==> src/hdl/plt_pkg.sv <==
package plt_pkg;

    localparam int VA_W          = 16;
    localparam int OFFSET_W      = 8;
    localparam int PAGE_W        = 8;
    localparam int PA_W          = 15;
    localparam int FRAME_OUT_W   = 7;
    localparam int FRAME_NUM_DEF = 128;

    // update request from the top level to the cell row
    typedef struct packed {
        logic              upd;
        logic [PAGE_W-1:0] page;
    } t_ctl;

    // lookup status from the cell row
    typedef struct packed {
        logic              hit;
        logic [PAGE_W-1:0] victim_page;
    } t_stat;

endpackage

==> src/hdl/plt_cell.sv <==
module plt_cell
    import plt_pkg::*;
#(
    parameter int FW = 7
) (
    input  logic              i_clk,
    input  logic              i_rst_n,
    input  logic              i_shift,
    input  logic              i_prev_valid,
    input  logic [FW-1:0]     i_prev_frame,
    input  logic [PAGE_W-1:0] i_prev_page,
    input  logic [PAGE_W-1:0] i_key_page,
    output logic              o_valid,
    output logic [FW-1:0]     o_frame,
    output logic [PAGE_W-1:0] o_page,
    output logic              o_match
);

    logic              r_valid;
    logic [FW-1:0]     r_frame;
    logic [PAGE_W-1:0] r_page;

    always_ff @(posedge i_clk) begin
        if (!i_rst_n) begin
            r_valid <= 1'b0;
        end else if (i_shift) begin
            r_valid <= i_prev_valid;
        end
    end

    // payload: take the neighbor's entry on a shift
    always_ff @(posedge i_clk) begin
        if (i_shift) begin
            r_frame <= i_prev_frame;
            r_page  <= i_prev_page;
        end
    end

    assign o_valid = r_valid;
    assign o_frame = r_frame;
    assign o_page  = r_page;
    assign o_match = r_valid && (r_page == i_key_page);

endmodule

==> src/hdl/plt_chain.sv <==
module plt_chain
    import plt_pkg::*;
#(
    parameter int FRAME_NUM = FRAME_NUM_DEF,
    parameter int FW        = $clog2(FRAME_NUM)
) (
    input  logic          i_clk,
    input  logic          i_rst_n,
    input  t_ctl          i_ctl,
    input  logic          i_full,
    input  logic [FW-1:0] i_alloc_frame,
    output t_stat         o_stat,
    output logic [FW-1:0] o_frame
);

    localparam int LV = $clog2(FRAME_NUM);

    logic [FRAME_NUM-1:0] w_valid;
    logic [FRAME_NUM-1:0] w_match;
    logic [FW-1:0]        w_frame [FRAME_NUM];
    logic [PAGE_W-1:0]    w_page  [FRAME_NUM];
    logic [FRAME_NUM-1:0] w_stop;
    logic [FW-1:0]        w_hit_frame;
    logic [FW-1:0]        w_new_frame;
    logic                 w_hit;
    wire  [FRAME_NUM-1:0] w_pfx [0:LV];

    assign w_hit = |w_match;

    // frame of the matching cell
    always_comb begin
        w_hit_frame = '0;
        for (int i = 0; i < FRAME_NUM; i++) begin
            w_hit_frame = w_hit_frame | (w_match[i] ? w_frame[i] : '0);
        end
    end

    // hit: matching frame; miss: next free frame, or the oldest at the bottom
    always_comb begin
        if (w_hit) begin
            w_new_frame = w_hit_frame;
        end else if (i_full) begin
            w_new_frame = w_frame[FRAME_NUM-1];
        end else begin
            w_new_frame = i_alloc_frame;
        end
    end

    // cell where the shift ends
    always_comb begin
        for (int i = 0; i < FRAME_NUM; i++) begin
            if (w_hit) begin
                w_stop[i] = w_match[i];
            end else if (i_full) begin
                w_stop[i] = (i == FRAME_NUM - 1);
            end else begin
                w_stop[i] = (i_alloc_frame == FW'(i));
            end
        end
    end

    // suffix OR: the stop cell and every cell between it and the head shift
    assign w_pfx[0] = w_stop;
    for (genvar l = 0; l < LV; l++) begin : g_lvl
        for (genvar i = 0; i < FRAME_NUM; i++) begin : g_bit
            if (i + (1 << l) < FRAME_NUM) begin : g_or
                assign w_pfx[l+1][i] = w_pfx[l][i] | w_pfx[l][i+(1<<l)];
            end else begin : g_pass
                assign w_pfx[l+1][i] = w_pfx[l][i];
            end
        end
    end

    for (genvar i = 0; i < FRAME_NUM; i++) begin : g_cell
        logic              w_pv;
        logic [FW-1:0]     w_pf;
        logic [PAGE_W-1:0] w_pp;

        if (i == 0) begin : g_head
            assign w_pv = 1'b1;
            assign w_pf = w_new_frame;
            assign w_pp = i_ctl.page;
        end else begin : g_body
            assign w_pv = w_valid[i-1];
            assign w_pf = w_frame[i-1];
            assign w_pp = w_page[i-1];
        end

        plt_cell #(
            .FW (FW)
        ) u_cell (
            .i_clk        (i_clk),
            .i_rst_n      (i_rst_n),
            .i_shift      (i_ctl.upd && w_pfx[LV][i]),
            .i_prev_valid (w_pv),
            .i_prev_frame (w_pf),
            .i_prev_page  (w_pp),
            .i_key_page   (i_ctl.page),
            .o_valid      (w_valid[i]),
            .o_frame      (w_frame[i]),
            .o_page       (w_page[i]),
            .o_match      (w_match[i])
        );
    end

    assign o_stat.hit         = w_hit;
    assign o_stat.victim_page = w_page[FRAME_NUM-1];
    assign o_frame            = w_new_frame;

endmodule

==> src/hdl/page_translate_lru_unit.sv <==
// Demand-paging address translator with exact LRU replacement. Each input word is a
// 16-bit virtual address: page in bits 15:8, offset in bits 7:0. A mapped page returns
// its frame; an unmapped page raises o_page_fault and takes the next never-used frame,
// or once all FRAME_NUM frames are handed out, the least recently used one, whose old
// page is reported on o_evicted_page and unmapped. Recency is kept in a row of
// FRAME_NUM cells ordered from most to least recently used: each cell holds a frame
// and the page it maps, all cells compare the page at once, and on every access the
// touched entry moves to the head while the cells above it shift down one place, so
// the bottom cell is always the eviction victim. The address is registered first;
// the cell row then compares and shifts, with the result landing in the output
// register at the end of that step; a new word is accepted only once the last one has
// left the row. The input may be accepted while a finished result waits in the output
// register, but the row does not advance until that register is free. No clearing pass
// follows reset.
module page_translate_lru_unit
    import plt_pkg::*;
#(
    parameter int FRAME_NUM = FRAME_NUM_DEF
) (
    input  logic                   i_clk,
    input  logic                   i_rst_n,
    // input channel
    input  logic                   i_in_valid,
    output logic                   o_in_stall,
    input  logic [VA_W-1:0]        i_virtual_address,
    // output channel
    output logic                   o_out_valid,
    input  logic                   i_out_stall,
    output logic [PA_W-1:0]        o_phys_addr,
    output logic [FRAME_OUT_W-1:0] o_frame_number,
    output logic [PAGE_W-1:0]      o_page_number,
    output logic                   o_page_fault,
    output logic                   o_evicted,
    output logic [PAGE_W-1:0]      o_evicted_page
);

    localparam int FW = $clog2(FRAME_NUM);
    localparam int CW = $clog2(FRAME_NUM + 1);

    logic                   r_work;
    logic [VA_W-1:0]        r_va;
    logic [CW-1:0]          r_used;
    logic                   r_out_valid;
    logic [PA_W-1:0]        r_pa;
    logic [FRAME_OUT_W-1:0] r_frame;
    logic [PAGE_W-1:0]      r_page;
    logic                   r_fault;
    logic                   r_evicted;
    logic [PAGE_W-1:0]      r_ev_page;

    logic                     w_accept;
    logic                     w_fire;
    logic                     w_full;
    logic [PAGE_W-1:0]        w_page;
    t_ctl                     w_ctl;
    t_stat                    w_stat;
    logic [FW-1:0]            w_frame;
    logic [FW+FRAME_OUT_W-1:0] w_frame_ext;
    logic [FRAME_OUT_W-1:0]   w_frame_out;

    // one word in flight; the row steps only when the output register is free
    assign w_accept = i_in_valid && !o_in_stall;
    assign w_fire   = r_work && (!r_out_valid || !i_out_stall);
    assign w_full   = (r_used == CW'(FRAME_NUM));
    assign w_page   = r_va[VA_W-1 -: PAGE_W];

    assign w_ctl.upd  = w_fire;
    assign w_ctl.page = w_page;

    plt_chain #(
        .FRAME_NUM (FRAME_NUM),
        .FW        (FW)
    ) u_chain (
        .i_clk         (i_clk),
        .i_rst_n       (i_rst_n),
        .i_ctl         (w_ctl),
        .i_full        (w_full),
        .i_alloc_frame (r_used[FW-1:0]),
        .o_stat        (w_stat),
        .o_frame       (w_frame)
    );

    // fit the frame to the 7-bit result field: zero-extend or drop high bits
    assign w_frame_ext = {{FRAME_OUT_W{1'b0}}, w_frame};
    assign w_frame_out = w_frame_ext[FRAME_OUT_W-1:0];

    always_ff @(posedge i_clk) begin
        if (!i_rst_n) begin
            r_work      <= 1'b0;
            r_used      <= '0;
            r_out_valid <= 1'b0;
        end else begin
            if (w_accept) begin
                r_work <= 1'b1;
            end else if (w_fire) begin
                r_work <= 1'b0;
            end
            // advance the fill count on a miss while free frames remain
            if (w_fire && !w_stat.hit && !w_full) begin
                r_used <= r_used + CW'(1);
            end
            if (w_fire) begin
                r_out_valid <= 1'b1;
            end else if (!i_out_stall) begin
                r_out_valid <= 1'b0;
            end
        end
    end

    // payload: capture address on accept, load result on a row step
    always_ff @(posedge i_clk) begin
        if (w_accept) begin
            r_va <= i_virtual_address;
        end
        if (w_fire) begin
            r_pa      <= {w_frame_out, r_va[OFFSET_W-1:0]};
            r_frame   <= w_frame_out;
            r_page    <= w_page;
            r_fault   <= !w_stat.hit;
            r_evicted <= !w_stat.hit && w_full;
            r_ev_page <= (!w_stat.hit && w_full) ? w_stat.victim_page : '0;
        end
    end

    assign o_in_stall     = r_work;
    assign o_out_valid    = r_out_valid;
    assign o_phys_addr    = r_pa;
    assign o_frame_number = r_frame;
    assign o_page_number  = r_page;
    assign o_page_fault   = r_fault;
    assign o_evicted      = r_evicted;
    assign o_evicted_page = r_ev_page;

endmodule

==> config.mk <==
export PLATFORM = sky130hd
export DESIGN_NAME = page_translate_lru_unit
export DESIGN_NICKNAME = d
export VERILOG_FILES = /design/src/hdl/plt_pkg.sv /design/src/hdl/plt_cell.sv /design/src/hdl/plt_chain.sv /design/src/hdl/page_translate_lru_unit.sv
export SDC_FILE = /design/constraint.sdc
export NUM_CORES = 2
export LEC_CHECK = 0
export BUFFER_PORTS_ARGS = -buffer_cell sky130_fd_sc_hd__buf_4
export CAP_MARGIN = 20
export CORE_MARGIN = 4
export CORE_UTILIZATION = 30
export CTS_BUF_LIST = sky130_fd_sc_hd__clkbuf_2
export DETAILED_ROUTE_END_ITERATION = 16
export HOLD_SLACK_MARGIN = 0.03
export PLACE_DENSITY = 0.53
export RECOVER_POWER = 25
export SYNTH_ARGS = -nofsm -noshare
export SYNTH_HDL_FRONTEND = slang
export SYNTH_SLANG_ARGS = --single-unit
==> constraint.sdc <==
create_clock -name i_clk -period 5 [get_ports i_clk]
set_input_delay 1.5 -clock i_clk [delete_from_list [all_inputs] [get_ports i_clk]]
set_output_delay 1.5 -clock i_clk [all_outputs]
set_load 0.01 [all_outputs]
==> flow_results.xml <==
<?xml version="1.0" encoding="UTF-8"?>
<metrics>
  <group name="power_and_ir_drop">
    <metric name="p_sw" unit="mW">9.22</metric>
    <metric name="power_report.internal_total" unit="mW">24.8</metric>
    <metric name="pwr_density_cell" unit="nW/um2">300</metric>
    <metric name="power.switching_fraction" unit="">0.271</metric>
    <metric name="power_frac_clock" unit="">0.390</metric>
    <metric name="vdd_ir_drop_max" unit="V">0.000196</metric>
    <metric name="p_leak" unit="nW">34.9</metric>
    <metric name="seqPwrFrac" unit="">0.560</metric>
    <metric name="combinationalPowerShare" unit="">0.050</metric>
  </group>
  <group name="setup_path">
    <metric name="setup.reg_to_reg.worst_slack" unit="ps">-530</metric>
    <metric name="cpPeakStageDelay" unit="ps">530</metric>
    <metric name="critical_path.cell_chain" unit="">buf_4, buf_12, xnor2_1, nand4_1, nor3_2, buf_12, nor4_4, nand4_1, buf_6, nor3_2, buf_4, nand4_4, buf_12, buf_12, mux2_4, a2111oi_4, nand4_1, buf_4, nor3_4, buf_6, nor2_4, buf_12, buf_12</metric>
    <metric name="required" unit="ps">6770</metric>
    <metric name="reg2reg_from" unit="">r_va[13]</metric>
    <metric name="worst_setup_path_end_kind" unit="">register</metric>
    <metric name="timing.reg2reg.worst_path_depth" unit="">23</metric>
    <metric name="crit_path_top_delay_cell" unit="">nor4_4</metric>
    <metric name="worstPathArrival" unit="ps">7300</metric>
    <metric name="worst-path-max-fanout" unit="">18</metric>
    <metric name="worstSetupPathType" unit="">register to register</metric>
    <metric name="r2r_end" unit="">u_chain.g_cell[11].u_cell.o_page[0]</metric>
    <metric name="worstSetupStartpointType" unit="">register</metric>
    <metric name="critical_path.most_common_cell" unit="">buf_12</metric>
  </group>
  <group name="routing">
    <metric name="wirelength_routed" unit="mm">528</metric>
    <metric name="detailed_route_wire_length_per_cell" unit="um">43.7</metric>
    <metric name="count_of_vias_placed_by_the_detailed_router" unit="">69329</metric>
    <metric name="detail_route.vias_per_cell" unit="">5.74</metric>
    <metric name="ant_nets" unit="">0</metric>
    <metric name="initialDrtViolationCount" unit="">10388</metric>
    <metric name="drt_pre_antenna_iters" unit="">6</metric>
    <metric name="detail_route.drc_violations" unit="">0</metric>
  </group>
  <group name="synth">
    <metric name="netlist_instances" unit="">5841</metric>
    <metric name="synth_edf_count" unit="">1969</metric>
    <metric name="synthTopCellsByCount" unit="">edfxtp_1 (1969), xnor2_1 (1021), nand2_1 (357), nand3_1 (242), nand4_1 (209)</metric>
    <metric name="synth-async-reset-ratio" unit="">0</metric>
    <metric name="synth_area_per_cell" unit="um2">15.1</metric>
    <metric name="yosysSeqAreaShare" unit="">0.704</metric>
    <metric name="yosysUniqueCellTypes" unit="">86</metric>
    <metric name="synth.cell_area" unit="um2">87900</metric>
    <metric name="ys_top_cells_by_area" unit="">edfxtp_1 (67%), xnor2_1 (10%), dfxtp_1 (3.1%)</metric>
    <metric name="synth.yosys.warnings" unit="">0</metric>
    <metric name="share_of_yosys_cell_area_claimed_by_the_top_area_cell_type" unit="">0.673</metric>
    <metric name="ys_seq_elements" unit="">2107</metric>
    <metric name="yosys.cell_count.top_type" unit="">edfxtp_1</metric>
    <metric name="yosys_most_used_dff" unit="">edfxtp_1</metric>
    <metric name="synth_top_area_cell" unit="">edfxtp_1</metric>
    <metric name="synth_nets" unit="">5865</metric>
  </group>
  <group name="finish">
    <metric name="areaGrowthSynthToFinish" unit="%">28.9</metric>
    <metric name="multiInputGateArea" unit="um2">26200</metric>
    <metric name="drive_gt1_frac" unit="">0.342</metric>
    <metric name="post_layout_instance_count_excluding_filler_cells" unit="">12078</metric>
    <metric name="seqCellArea" unit="um2">61900</metric>
    <metric name="finalCoreUtilization" unit="">0.389</metric>
    <metric name="num-fill-cells" unit="">28000</metric>
    <metric name="layout.nets" unit="">7684</metric>
  </group>
  <group name="placed_design">
    <metric name="routabilityCongestion" unit="">1.08</metric>
    <metric name="numPlacedInstances" unit="">10850</metric>
    <metric name="dp_hpwl" unit="mm">397</metric>
    <metric name="port_buffers" unit="">61</metric>
  </group>
  <group name="sta">
    <metric name="max_slew_margin" unit="">0.171</metric>
    <metric name="worst_setup_margin" unit="ps">-533</metric>
    <metric name="max_clock_freq" unit="MHz">181</metric>
    <metric name="final_setup_violation_count" unit="">1713</metric>
    <metric name="fin_skew" unit="ps">342</metric>
    <metric name="totalNegativeSetupSlack" unit="ps">-358920</metric>
    <metric name="timing_worst_slew_pin_value" unit="ps">1240</metric>
    <metric name="fin_hold_ws" unit="ps">295</metric>
    <metric name="slew_viol_final" unit="">0</metric>
    <metric name="final_hold_viol_count" unit="">0</metric>
    <metric name="finalCritPeriodShare" unit="">1.11</metric>
    <metric name="layout_min_cycle_time" unit="ps">5530</metric>
    <metric name="rsz0062_at_grt" unit="">true</metric>
  </group>
  <group name="global_routing">
    <metric name="wire_length_of_the_first_global_routing_pass" unit="mm">669</metric>
    <metric name="track_usage" unit="">0.339</metric>
    <metric name="grt_pass1_vias" unit="">66848</metric>
    <metric name="number_of_antenna_violations_at_the_first_check_in_global_routing" unit="">86</metric>
    <metric name="grt-ovfl-total" unit="">0</metric>
    <metric name="largest_net_degree_at_the_start_of_global_routing" unit="">59</metric>
  </group>
  <group name="die">
    <metric name="io_pins" unit="">62</metric>
    <metric name="core_region_area" unit="um2">291000</metric>
    <metric name="die_height" unit="um">549</metric>
    <metric name="die_w" unit="um">549</metric>
    <metric name="floorplan.die_area" unit="um2">302000</metric>
    <metric name="num_rows" unit="">198</metric>
    <metric name="initial_core_util" unit="">0.302</metric>
  </group>
  <group name="status">
    <metric name="status" unit="">complete, but fails checks</metric>
    <metric name="violations" unit="">setup timing</metric>
  </group>
  <group name="clock_tree">
    <metric name="cts_made_buffers" unit="">582</metric>
    <metric name="clk_path_buf_depth" unit="">4</metric>
    <metric name="clk-insertion-delay-late" unit="ps">2220</metric>
    <metric name="clkSlewWorstSetupHoldPaths" unit="ps">110</metric>
    <metric name="h_tree_levels" unit="">6</metric>
    <metric name="clock-root-buffer" unit="">clkbuf_2</metric>
    <metric name="cts_tree" unit="">built</metric>
    <metric name="clkSinkCount" unit="">2107</metric>
  </group>
  <group name="min_path">
    <metric name="worst_hold_startpoint" unit="">u_chain.g_cell[109].u_cell.o_frame[1]</metric>
    <metric name="hold_path_class" unit="">register to register</metric>
    <metric name="worstHoldPathCells" unit="">0</metric>
    <metric name="min_delay_worst_endpoint" unit="">u_chain.g_cell[110].u_cell.o_frame[1]</metric>
  </group>
  <group name="job">
    <metric name="max_cap_viol_count" unit="">0</metric>
  </group>
</metrics>
[critical path, delay by kind of cell, from the launching register on]
family	cells	cell delay, ps
XOR/XNOR	1	210
buffers and inverters	11	1950
AND/OR/NAND/NOR	9	1870
AO/OA/AOI/OAI	1	240
flip-flops	1	450
multiplexers	1	310
[placed cells by master, fill, tap and decap left out, drive strengths merged, types with 14 or more instances in the layout]
cell type | synthesis | layout
nor3 | 227 | 227
dlygate4sd3 | 0 | 37
nor2b | 62 | 62
buf | 141 | 1430
and2 | 25 | 25
nand4 | 211 | 211
edfxtp | 1969 | 1969
nor4 | 61 | 61
clkinv | 0 | 108
o21ai | 81 | 81
a22oi | 205 | 205
inv | 19 | 46
a221oi | 127 | 127
mux2i | 112 | 112
nand2 | 357 | 357
a21oi | 98 | 98
diode | 0 | 62
a211oi | 19 | 19
a22o | 124 | 124
nand3b | 14 | 14
or2 | 17 | 17
clkbuf | 97 | 893
dfxtp | 138 | 138
nor2 | 193 | 193
and3 | 38 | 38
xnor2 | 1021 | 1021
or3 | 22 | 22
nand3 | 244 | 244
a31oi | 30 | 30
[how the worst max path moves through the flow]
| stage | slack (ps) | start | to | cells past startpoint |
|---|---|---|---|---|
| 5_1_grt | -580 | r_va[9] | u_chain.g_cell[11].u_cell.o_page[0] | 25 |
| 3_3_place_gp | -2110 | r_va[13] | u_chain.g_cell[6].u_cell.o_valid | 19 |
| 3_5_place_dp | -1240 | r_va[9] | u_chain.g_cell[14].u_cell.o_frame[6] | 24 |
| 2_1_floorplan | 210 | r_va[13] | u_chain.g_cell[29].u_cell.o_frame[0] | 19 |
| 4_1_cts | -530 | r_va[9] | u_chain.g_cell[3].u_cell.o_frame[2] | 23 |
| 6_report | -530 | r_va[13] | u_chain.g_cell[11].u_cell.o_page[0] | 23 |
[stage by stage]
| stage | worst slack (ps) | instance area (um2) | total power [mW] |
|---|---|---|---|
| 2_1_floorplan | 213 | 87900 | 20.3 |
| 3_3_place_gp | -2110 | 105000 | 21.0 |
| 3_5_place_dp | -1240 | 105000 | 21.0 |
| 4_1_cts | -534 | 112000 | 34.3 |
| 5_1_grt | -584 | 113000 | 35.3 |
| 6_report | -533 | 113000 | 34.0 |
[area by class of cell]
type                            count  area share
Clock buffer                      888      0.0392
Multi-Input combinational cell   3477       0.231
Inverter                           19    0.000707
Sequential cell                  2107       0.546
Clock inverter                    152     0.00834
Timing Repair Buffer             1473       0.130
Tap cell                         3900      0.0431
Antenna cell                       62     0.00137
[layer usage]
| layer | track usage | wire (um) | vias to the layer above |
|---|---|---|---|
| li1 | - | - | 26588 |
| met1 | 0.414 | 198000 | 35546 |
| met2 | 0.490 | 221000 | 5609 |
| met3 | 0.122 | 60600 | 1570 |
| met4 | 0.257 | 48400 | 16 |
| met5 | 0 | 106 | - |
[sequential cells by signal (all words and copies together), names as in the netlist, 8 cells and up]
signal / count
o_evicted_page: 8
o_page_number: 8
o_phys_addr: 15
r_used: 8
r_va: 16
u_chain.g_cell.u_cell.o_frame: 896
u_chain.g_cell.u_cell.o_page: 1024
u_chain.g_cell.u_cell.o_valid: 128
[power by group through the flow]
stage | clock [mW] | combinational (mW) | sequential [mW]
floorplan | 0 | 0.880 | 19.4
global placement | 0 | 1.56 | 19.5
global route | 14.5 | 1.80 | 19.1
finish | 13.3 | 1.72 | 19.1
detailed placement | 0 | 1.57 | 19.5
CTS | 13.5 | 1.69 | 19.1
[what timing repair did]
item,4_1_cts,5_1_grt
gates cloned,8,4
setup endpoints to repair,1993,1901
setup buffers,59,21
hold buffers,37,0
endpoints found under the hold margin,94,0
pin swaps,34,34
gates resized for setup,179,85
[cell families (layout without fill, tap and decap cells)]
group / count (synthesis) / after routing / share of synthesized area
fa+ha+maj: 4 / 4 / 0.000569
other cells: 0 / 62 / 0
compound gates: 795 / 795 / 0.0671
mux: 118 / 118 / 0.0135
xor+xnor: 1031 / 1031 / 0.103
simple gates: 1529 / 1529 / 0.0929
buf+inv: 257 / 2532 / 0.0191
flops: 2107 / 2107 / 0.704
Note: power is estimated with default switching activity, not from simulation.
